==> src/sv/phm_pkg.sv <==
// Package: widths, reset values and register codes for the producer health monitor.
`timescale 1ns / 1ps

package phm_pkg;

    localparam int TIME_W   = 64;
    localparam int CNT_W    = 32;
    localparam int CFG_W    = 32;
    localparam int PERIOD_W = 30;
    localparam int ADDR_W   = 4;
    localparam int REG_IDX_W = 2;

    localparam int IN_W  = 5 * TIME_W;
    localparam int OUT_W = 104;

    localparam logic [CFG_W-1:0]    STALE_THRESHOLD_RST = 32'd100;
    localparam logic [CFG_W-1:0]    STALE_INTERVAL_RST  = 32'd30000;
    localparam logic [CFG_W-1:0]    PACING_INTERVAL_RST = 32'd5000;
    localparam logic [PERIOD_W-1:0] BLOCK_PERIOD_RST    = 30'd2666666;

    localparam logic [REG_IDX_W-1:0] REG_STALE_THRESHOLD = 2'd0;
    localparam logic [REG_IDX_W-1:0] REG_STALE_INTERVAL  = 2'd1;
    localparam logic [REG_IDX_W-1:0] REG_PACING_INTERVAL = 2'd2;
    localparam logic [REG_IDX_W-1:0] REG_BLOCK_PERIOD    = 2'd3;

    localparam logic [CNT_W-1:0] CNT_MAX = '1;

    typedef struct packed {
        logic [TIME_W-1:0] read_index;
        logic [TIME_W-1:0] write_index;
        logic [TIME_W-1:0] block_pts_ns;
        logic [TIME_W-1:0] heartbeat_ms;
        logic [TIME_W-1:0] now_ms;
    } poll_t;

    typedef struct packed {
        logic [CNT_W-1:0] pacing_total;
        logic [CNT_W-1:0] stale_total;
        logic [CNT_W-1:0] no_data_total;
        logic             pacing_warn;
        logic             stale_warn;
        logic             no_data_warn;
    } health_t;

    function automatic logic [CNT_W-1:0] sat_inc(input logic [CNT_W-1:0] c);
        return (c == CNT_MAX) ? c : c + 1'b1;
    endfunction

endpackage

==> src/sv/producer_health_monitor.sv <==
// Top level: polled producer health checks with saturating warning counters.
//
// Usage:
//   Each transaction on the s_ channel is one poll: current time, heartbeat time,
//   block timestamp and the write and read index snapshots. Each poll yields exactly
//   one transaction on the m_ channel: three warning flags (no-data, stale heartbeat,
//   pacing drift) and the three saturating 32-bit totals after that poll.
//   Each accepted poll passes through one input register, then the checks and
//   state update in a single pass into the result register that drives m_tvalid.
//   Throughput is one poll per cycle while the receiver takes each result; the
//   limit is the 64-bit subtract and compare path between the input and result registers.
//   The APB port sets thresholds, rate-limit intervals and the block period;
//   write it only while no poll is in flight.
//   Reset restores the default register values, clears counters, the no-data latch
//   and all rate-limit and timestamp history.
//   When the receiver stalls, the result is held and one more poll is taken into the
//   input register; s_tready then drops until the result is taken.
`timescale 1ns / 1ps

module producer_health_monitor
    import phm_pkg::*;
(
    input  logic              aclk,
    input  logic              aresetn,

    input  logic              s_tvalid,
    output logic              s_tready,
    // now_ms, heartbeat_ms, block_pts_ns, write_index, read_index (64 bits each)
    input  logic [IN_W-1:0]   s_tdata,

    output logic              m_tvalid,
    input  logic              m_tready,
    // no_data_warn, stale_warn, pacing_warn, no_data_total, stale_total,
    // pacing_total (32 each), 5 bits zero fill
    output logic [OUT_W-1:0]  m_tdata,

    input  logic              psel,
    input  logic              penable,
    input  logic              pwrite,
    input  logic [ADDR_W-1:0] paddr,
    input  logic [CFG_W-1:0]  pwdata,
    output logic [CFG_W-1:0]  prdata,
    output logic              pready
);

    logic [CFG_W-1:0]    stale_threshold_reg;
    logic [CFG_W-1:0]    stale_interval_reg;
    logic [CFG_W-1:0]    pacing_interval_reg;
    logic [PERIOD_W-1:0] block_period_reg;

    poll_t   in_data_reg;
    logic    in_valid_reg;
    health_t out_data_reg;
    logic    out_valid_reg;

    logic              no_data_latched_reg;
    logic [CNT_W-1:0]  no_data_count_reg;
    logic [CNT_W-1:0]  stale_count_reg;
    logic [CNT_W-1:0]  pacing_count_reg;
    logic              stale_time_valid_reg;
    logic [TIME_W-1:0] last_stale_time_reg;
    logic              pacing_time_valid_reg;
    logic [TIME_W-1:0] last_pacing_time_reg;
    logic              prev_stamp_valid_reg;
    logic [TIME_W-1:0] prev_stamp_reg;

    logic              cfg_write;
    logic [REG_IDX_W-1:0] cfg_idx;
    logic              advance;

    logic              nd_hit;
    logic [TIME_W-1:0] hb_age;
    logic              stale_cond;
    logic [TIME_W-1:0] stale_elapsed;
    logic              stale_open;
    logic              stale_hit;
    logic [TIME_W-1:0] pts_up;
    logic [TIME_W-1:0] pts_dn;
    logic [TIME_W-1:0] pts_delta;
    logic              pts_rise;
    logic              pts_moved;
    logic [TIME_W-1:0] pacing_elapsed;
    logic              pacing_open;
    logic              pacing_hit;
    health_t           res_next;

    // Configuration port
    assign pready    = 1'b1;
    assign cfg_idx   = paddr[ADDR_W-1:2];
    assign cfg_write = psel && penable && pwrite && pready;

    always_comb begin
        unique case (cfg_idx)
            REG_STALE_THRESHOLD: prdata = stale_threshold_reg;
            REG_STALE_INTERVAL:  prdata = stale_interval_reg;
            REG_PACING_INTERVAL: prdata = pacing_interval_reg;
            REG_BLOCK_PERIOD:    prdata = {{(CFG_W-PERIOD_W){1'b0}}, block_period_reg};
            default:             prdata = '0;
        endcase
    end

    always_ff @(posedge aclk) begin
        if (!aresetn) begin
            stale_threshold_reg <= STALE_THRESHOLD_RST;
            stale_interval_reg  <= STALE_INTERVAL_RST;
            pacing_interval_reg <= PACING_INTERVAL_RST;
            block_period_reg    <= BLOCK_PERIOD_RST;
        end else if (cfg_write) begin
            unique case (cfg_idx)
                REG_STALE_THRESHOLD: stale_threshold_reg <= pwdata;
                REG_STALE_INTERVAL:  stale_interval_reg  <= pwdata;
                REG_PACING_INTERVAL: pacing_interval_reg <= pwdata;
                REG_BLOCK_PERIOD:    block_period_reg    <= pwdata[PERIOD_W-1:0];
                default: ;
            endcase
        end
    end

    // Handshake
    assign advance  = in_valid_reg && (!out_valid_reg || m_tready);
    assign s_tready = !in_valid_reg || advance;
    assign m_tvalid = out_valid_reg;
    assign m_tdata  = {{(OUT_W-$bits(health_t)){1'b0}}, out_data_reg};

    // Checks
    assign nd_hit = !no_data_latched_reg && (in_data_reg.write_index == '0)
                    && (in_data_reg.read_index == '0);

    assign hb_age     = in_data_reg.now_ms - in_data_reg.heartbeat_ms;
    assign stale_cond = (in_data_reg.now_ms >= in_data_reg.heartbeat_ms)
                        && (hb_age > {{(TIME_W-CFG_W){1'b0}}, stale_threshold_reg});
    assign stale_elapsed = in_data_reg.now_ms - last_stale_time_reg;
    assign stale_open = !stale_time_valid_reg
                        || (stale_elapsed >= {{(TIME_W-CFG_W){1'b0}}, stale_interval_reg});
    assign stale_hit  = stale_cond && stale_open;

    assign pts_up    = in_data_reg.block_pts_ns - prev_stamp_reg;
    assign pts_dn    = prev_stamp_reg - in_data_reg.block_pts_ns;
    assign pts_rise  = in_data_reg.block_pts_ns > prev_stamp_reg;
    assign pts_delta = pts_rise ? pts_up : pts_dn;
    assign pts_moved = prev_stamp_valid_reg && (in_data_reg.block_pts_ns != prev_stamp_reg);
    assign pacing_elapsed = in_data_reg.now_ms - last_pacing_time_reg;
    assign pacing_open = !pacing_time_valid_reg
                         || (pacing_elapsed >= {{(TIME_W-CFG_W){1'b0}}, pacing_interval_reg});
    assign pacing_hit = pts_moved && pacing_open
                        && (pts_delta > {{(TIME_W-PERIOD_W){1'b0}}, block_period_reg});

    always_comb begin
        res_next.no_data_warn  = nd_hit;
        res_next.stale_warn    = stale_hit;
        res_next.pacing_warn   = pacing_hit;
        res_next.no_data_total = nd_hit ? sat_inc(no_data_count_reg) : no_data_count_reg;
        res_next.stale_total   = stale_hit ? sat_inc(stale_count_reg) : stale_count_reg;
        res_next.pacing_total  = pacing_hit ? sat_inc(pacing_count_reg) : pacing_count_reg;
    end

    // Payload registers
    always_ff @(posedge aclk) begin
        if (s_tvalid && s_tready) begin
            in_data_reg <= poll_t'(s_tdata);
        end
        if (advance) begin
            out_data_reg <= res_next;
        end
    end

    // Control and state
    always_ff @(posedge aclk) begin
        if (!aresetn) begin
            in_valid_reg          <= 1'b0;
            out_valid_reg         <= 1'b0;
            no_data_latched_reg   <= 1'b0;
            no_data_count_reg     <= '0;
            stale_count_reg       <= '0;
            pacing_count_reg      <= '0;
            stale_time_valid_reg  <= 1'b0;
            last_stale_time_reg   <= '0;
            pacing_time_valid_reg <= 1'b0;
            last_pacing_time_reg  <= '0;
            prev_stamp_valid_reg  <= 1'b0;
            prev_stamp_reg        <= '0;
        end else begin
            if (s_tready) begin
                in_valid_reg <= s_tvalid;
            end
            if (advance) begin
                out_valid_reg <= 1'b1;
            end else if (m_tready) begin
                out_valid_reg <= 1'b0;
            end
            if (advance) begin
                no_data_count_reg <= res_next.no_data_total;
                stale_count_reg   <= res_next.stale_total;
                pacing_count_reg  <= res_next.pacing_total;
                if (nd_hit) begin
                    no_data_latched_reg <= 1'b1;
                end
                if (stale_hit) begin
                    stale_time_valid_reg <= 1'b1;
                    last_stale_time_reg  <= in_data_reg.now_ms;
                end
                if (pacing_hit) begin
                    pacing_time_valid_reg <= 1'b1;
                    last_pacing_time_reg  <= in_data_reg.now_ms;
                end
                prev_stamp_valid_reg <= 1'b1;
                prev_stamp_reg       <= in_data_reg.block_pts_ns;
            end
        end
    end

    // Assertions
    a_stall_only_when_full: assert property (@(posedge aclk) disable iff (!aresetn)
        !s_tready |-> (in_valid_reg && out_valid_reg && !m_tready))
        else $error("input stalled while pipeline had room");

    a_no_data_once: assert property (@(posedge aclk) disable iff (!aresetn)
        (advance && nd_hit) |-> !no_data_latched_reg)
        else $error("no-data warning raised after latch");

    a_stale_count_monotonic: assert property (@(posedge aclk) disable iff (!aresetn)
        advance |=> (stale_count_reg >= $past(stale_count_reg)))
        else $error("stale counter decreased");

    a_pacing_needs_history: assert property (@(posedge aclk) disable iff (!aresetn)
        (advance && pacing_hit) |-> prev_stamp_valid_reg)
        else $error("pacing warning without previous timestamp");

    a_stale_records_time: assert property (@(posedge aclk) disable iff (!aresetn)
        (advance && stale_hit) |=> (stale_time_valid_reg
                                    && last_stale_time_reg == $past(in_data_reg.now_ms)))
        else $error("stale warning did not record its time");

endmodule

==> config.mk <==
export PLATFORM = sky130hd
export DESIGN_NAME = producer_health_monitor
export DESIGN_NICKNAME = d
export VERILOG_FILES = /design/src/sv/phm_pkg.sv /design/src/sv/producer_health_monitor.sv
export SDC_FILE = /design/constraint.sdc
export NUM_CORES = 2
export LEC_CHECK = 0
export BUFFER_PORTS_ARGS = -buffer_cell sky130_fd_sc_hd__buf_4
export CORE_ASPECT_RATIO = 0.75
export CORE_MARGIN = 4
export CORE_UTILIZATION = 28
export DETAILED_ROUTE_END_ITERATION = 12
export MAX_ROUTING_LAYER = met4
export PLACE_DENSITY = 0.48
export SLEW_MARGIN = 20
export SYNTH_ARGS = -nofsm -noshare
export SYNTH_HDL_FRONTEND = slang
export SYNTH_SLANG_ARGS = --single-unit
export TNS_END_PERCENT = 10
==> constraint.sdc <==
create_clock -name aclk -period 7.8 [get_ports aclk]
set_input_delay 0.39 -clock aclk [delete_from_list [all_inputs] [get_ports aclk]]
set_output_delay 0.39 -clock aclk [all_outputs]
set_load 0.01 [all_outputs]
After elaboration in Yosys (flattened, before gate mapping)
Index checks and enable logic that the tools add are counted. Widths: inputs -> output; s select.

Register bits after elaboration: 839. Bits of input ports: 363. Output and inout bits: 139. Logic and storage cells: 89.

Add/subtract/negate cells: 8. Order comparisons: 6. Equal/unequal tests: 7. Mux-type cells: 10. Reductions and logical operators: 31.

Operators with widths (count): $sub 64x64->64 (5); $mux 32 (6); $ge 64x32->1 (2); $logic_not 64->1 (2); $pmux 32 s4 (1); $add 32x1->32 const B (3); $eq 32x32->1 const B (3); $ge 64x64->1 (1); $gt 64x30->1 (1); $gt 64x32->1 (1); $gt 64x64->1 (1); $mux 64 (1); $ne 64x64->1 (1); $reduce_and 2->1 (7); $logic_and 1x1->1 (11); $logic_not 1->1 (5); $eq 2x2->1 const B (2); $logic_or 1x1->1 (4); $eq 2x1->1 const B (1); $logic_not 2->1 (1); $mux 1 (2); $reduce_bool 2->1 (1).

Logic depth before layout (Yosys ltp)
Word-level depth: 6. Depth in mapped cells: 34. Mapped depth without buffers: 30.

Worst setup path after synthesis
Ideal clock, no wire load.

Path kind: register -> register. Start: reg out_valid_reg, in the netlist m_tvalid. End: reg in_data_reg[0] (netlist bit), enable pin. Setup time: 0.725 ns. Arrival: 7.907 ns. Required time: 7.075 ns. Path slack: -0.832 ns. Stages on the path, launching flop included: 4. Path buffers: 0. Period minus slack after synthesis: 8.632 ns. Cells stage by stage: dfxtp_1 > nor2b_1 > nand2_1 > and2_1.

Cells in the longest elaborated chain, start to end: 5.

Ends and longest elaborated chain: start, declared (line producer_health_monitor.sv:54) `logic out_valid_reg;`; start signal, assigned (line producer_health_monitor.sv:171) `out_valid_reg <= 1'b0;`; start signal, assigned (line producer_health_monitor.sv:187) `out_valid_reg <= 1'b1;`; start signal, assigned (line producer_health_monitor.sv:189) `out_valid_reg <= 1'b0;`; $logic_not 1->1 (line producer_health_monitor.sv:120) `assign advance = in_valid_reg && (!out_valid_reg || m_tready);`; $logic_or 1x1->1 (line producer_health_monitor.sv:120); $logic_and 1x1->1 (line producer_health_monitor.sv:120); $logic_or 1x1->1 (line producer_health_monitor.sv:121) `assign s_tready = !in_valid_reg || advance;`; via s_tready (line producer_health_monitor.sv:27) `output logic s_tready,`; $logic_and 1x1->1 (line producer_health_monitor.sv:159) `if (s_tvalid && s_tready) begin`; end signal, assigned (line producer_health_monitor.sv:160) `in_data_reg <= poll_t'(s_tdata);`; end, declared (line producer_health_monitor.sv:51) `poll_t in_data_reg;`.

The timed path passes the listed nets, and every way through them passes these cells. A chain may end at the register's enable or synchronous reset.

Final worst setup path
Start: reg in_data_reg[128] (netlist bit). End: reg last_pacing_time_reg[14].

Cells in the longest elaborated chain, start to end: 5. Elaborated cells on any way between the ends: 10. Those cells by class: add/sub (2); order compare (2); eq/ne (1); mux (1); reduce/logical (4).

Ends and longest elaborated chain: $sub 64x64->64, or another cell as far along (line producer_health_monitor.sv:138) `assign pts_dn = prev_stamp_reg - in_data_reg.block_pts_ns;`; $mux 64 or $logic_and 1x1->1 (tied branches) (line producer_health_monitor.sv:140, producer_health_monitor.sv:141); $gt 64x30->1 or $logic_and 1x1->1 (tied branches) (line producer_health_monitor.sv:146, producer_health_monitor.sv:145); $logic_and 1x1->1 * (line producer_health_monitor.sv:146) `&& (pts_delta > {{(TIME_W-PERIOD_W){1'b0}}, block_period_reg});`; $reduce_and 2->1 (no source line) *; end signal, assigned (line producer_health_monitor.sv:204) `last_pacing_time_reg <= in_data_reg.now_ms;`; end, declared (line producer_health_monitor.sv:63) `logic [TIME_W-1:0] last_pacing_time_reg;`.

Every way passes the cells marked *; elsewhere a longest branch is shown, timed or not.

==> summary.txt <==
Floorplan
  • Die Wd: roughly 520 um
  • Die height: 395 um
  • Initial core utilization: 0.283
  • Std cell rows: 141
  • Num ports: 502
  • Core area: 198000 um^2
  • Die ar.: 207000 um^2

Clocking
  • CTS clock-pin slew for the worst setup and hold paths: 0.07 ns
  • CTS tree: done
  • Maximum clock path buffer count: 3
  • H-tree depth: 3
  • Post-CTS setup buffers: 0
  • Total CTS buffers: 94
  • Clock Root Buffer: clkbuf_16
  • Worst-Skew Late Latency: 0.78 ns
  • CTS sink count: 839

Critical path
  • CP Launch Point: in_data_reg[128]
  • Crit Path Class: flip-flop to flip-flop
  • Worst R2R Start: in_data_reg[128]
  • CP required: 8.41 ns
  • CP max stage delay: about 0.75 ns
  • Largest fanout on the critical path: 29
  • Setup crit end kind: flip-flop
  • Worst R2R Setup Slack: roughly 0.5 ns
  • CP arrival: 7.91 ns
  • Slowest-stage cell, CP: a2111oi_1
  • Critical Path Source Type: flip-flop

Logic synthesis
  • Count leader, synth: nand2_1
  • Yosys cell types: 97
  • Ranking of synthesized cells by area: edfxtp_1, dfxtp_1, ha_1
  • Sequential share of the synthesized area: 0.375
  • Yosys Warn Count: 0
  • Top cells by count, synth: nand2_1, a21oi_1, inv_1
  • Post-Syn Area per Cell: 8.54 um^2
  • Yosys top cell area share: 0.225
  • Synth Register Bits: around 840
  • Post-synthesis cell count: 6560
  • Post-Syn Area: 56000 um^2
  • EDFF count, synth: 419
  • Ys flop type: dfxtp_1
  • Ys async rst share: 0
  • Synth area leader: edfxtp_1

Timing
  • Worst slew pin tran: 1.21 ns
  • Final worst slack: around 0.50 ns
  • Final Hold Viols: 0
  • Fmax: roughly 140 MHz
  • RSZ-0062 raised after global routing: no
  • Final Critical Period: 7.30 ns
  • Period utilisation layout: 0.936
  • Final TNS setup: 0 ns
  • Pins Over Slew Limit: 0
  • Max-Slew Margin vs Limit: 0.184
  • Final Setup Violations: 0
  • Clk_skew: ~0.09 ns

Hold path
  • Hold wc startpoint: s_tdata[168]
  • Hold Crit Class: primary input to flip-flop

Routing
  • Routed Antenna Nets: 0
  • Avg WL per Cell: 22.4 um
  • Iteration-0 DRC Markers: 4559
  • Drt pass-1 iters: 5
  • Residual DRC count: 0
  • Drt total wl: around 230000 um
  • Vias/cell: 5.21
  • DR vias: 52.4k

Finish
  • Final #Nets: 8140
  • Filler cell count: roughly 20k
  • Max reg flops: 320
  • Synth-to-Final Area Change: 24.9%
  • Post-layout util: 0.353
  • Share of cells above drive strength 1: 0.122

Place
  • Post-DP HPWL: approximately 180000 um
  • PortBufs: 493
  • Pre-CTS setup slack: 0.424 ns
  • Routability cong.: 0.951

GRT
  • Vias in the first global route: between 50k and 60k
  • First-pass GRT wire length: 332000 um
  • Grt total ovfl: 0
  • Pin count of the biggest net entering global routing: about 170
  • Antenna violations before repair: 18
  • GRT Util Overall: 0.215

Run status
  • Status: finished, final reports clean

Power and ir drop
  • PwrDens: 184 nW/um^2
  • VDD IR max: around 0.18 mV
  • Design Power: approximately 0.013 W
  • Leakage power: 26.8 nW

Run
  • Max-cap violations: 0
critical path: cells and delay by family, from the launching register on:
family / cells / cell delay (ns)
compound gates: 13 / 2.62
xor+xnor: 1 / 0.28
fa+ha+maj: 3 / 0.82
buf+inv: 9 / 1.36
flops: 1 / 0.39
mux: 1 / 0.36
simple gates: 8 / 1.27
power breakdown:
group          internal, W  total, W  switching, W
registers          0.00482   0.00496      0.000144
clock network      0.00281   0.00485       0.00205
logic              0.00120   0.00306       0.00186
per-layer routing:
| metal | wire (um) | global-route usage |
|---|---|---|
| met2 | 98600 | 0.324 |
| met3 | 13000 | 0.0281 |
| met1 | 109000 | 0.307 |
| met5 | 0 | - |
| met4 | 4860 | 0.0438 |
worst paths after layout:
check                             endpoint  cells after the start
setup reg to reg  last_pacing_time_reg[14]                     35
setup / recovery  last_pacing_time_reg[14]                     35
hold / removal            in_data_reg[168]                      2
hold reg to reg     last_stale_time_reg[4]                      2
layout make-up:
cell class	count	area, um^2	share of cell area
repair buffers	997	8600	0.123
well taps	2645	3310	0.0473
inverters	515	1950	0.0279
multi-input cells	4879	31700	0.453
flip-flops and latches	839	21000	0.300
clock inverters	51	734	0.0105
diodes	9	22.5	0.000322
clock buffers	125	2630	0.0376
metrics by stage:
step / cell area [um^2] / hold slack [ns] / std cells
finish: 69900 / 0.321 / 10100
global route: 69900 / 0.286 / 10100
CTS: 69900 / 0.238 / 10100
detailed placement: 63000 / 0.447 / 9519
global placement: 63000 / 0.443 / 9519
floorplan: 56000 / 0.433 / 6564
cell usage in the layout (no fill, tap or decap), types with 23 or more instances in the layout:
cell type	count
nor2b_1	34
xnor2_1	160
o211ai_1	66
ha_1	446
dlygate4sd3_1	356
o21bai_1	66
nor4_1	100
o21ai_1	27
nand2_1	955
nand2b_1	75
nor3_1	103
a21oi_1	682
and2_1	23
a211oi_1	43
and4_1	25
mux2i_1	137
nand4_1	178
mux4_2	30
a31oi_1	40
or3_1	45
nor2_1	319
inv_1	512
and3_1	51
o21a_1	48
o21ai_0	341
a221oi_1	24
a21o_1	150
xor2_1	153
edfxtp_1	419
dfxtp_1	420
nand3_1	207
o31ai_1	28
clkbuf_16	95
buf_4	623
what timing repair did:
item                                    4_1_cts  5_1_grt
gates resized for setup                       0        5
hold endpoints to repair                    471        0
endpoints found under the setup margin        0       62
hold buffers                                356        0
kinds of logic after synthesis:
kind of cell | synth area share
other | 0.000134
AOI/OAI and AO/OA | 0.191
adders and majority gates | 0.101
and+or+nand+nor | 0.185
muxes | 0.0389
xor gates and xnor gates | 0.0491
DFF | 0.375
buffers and inverters | 0.0603
(Power assumes the default switching activity.)
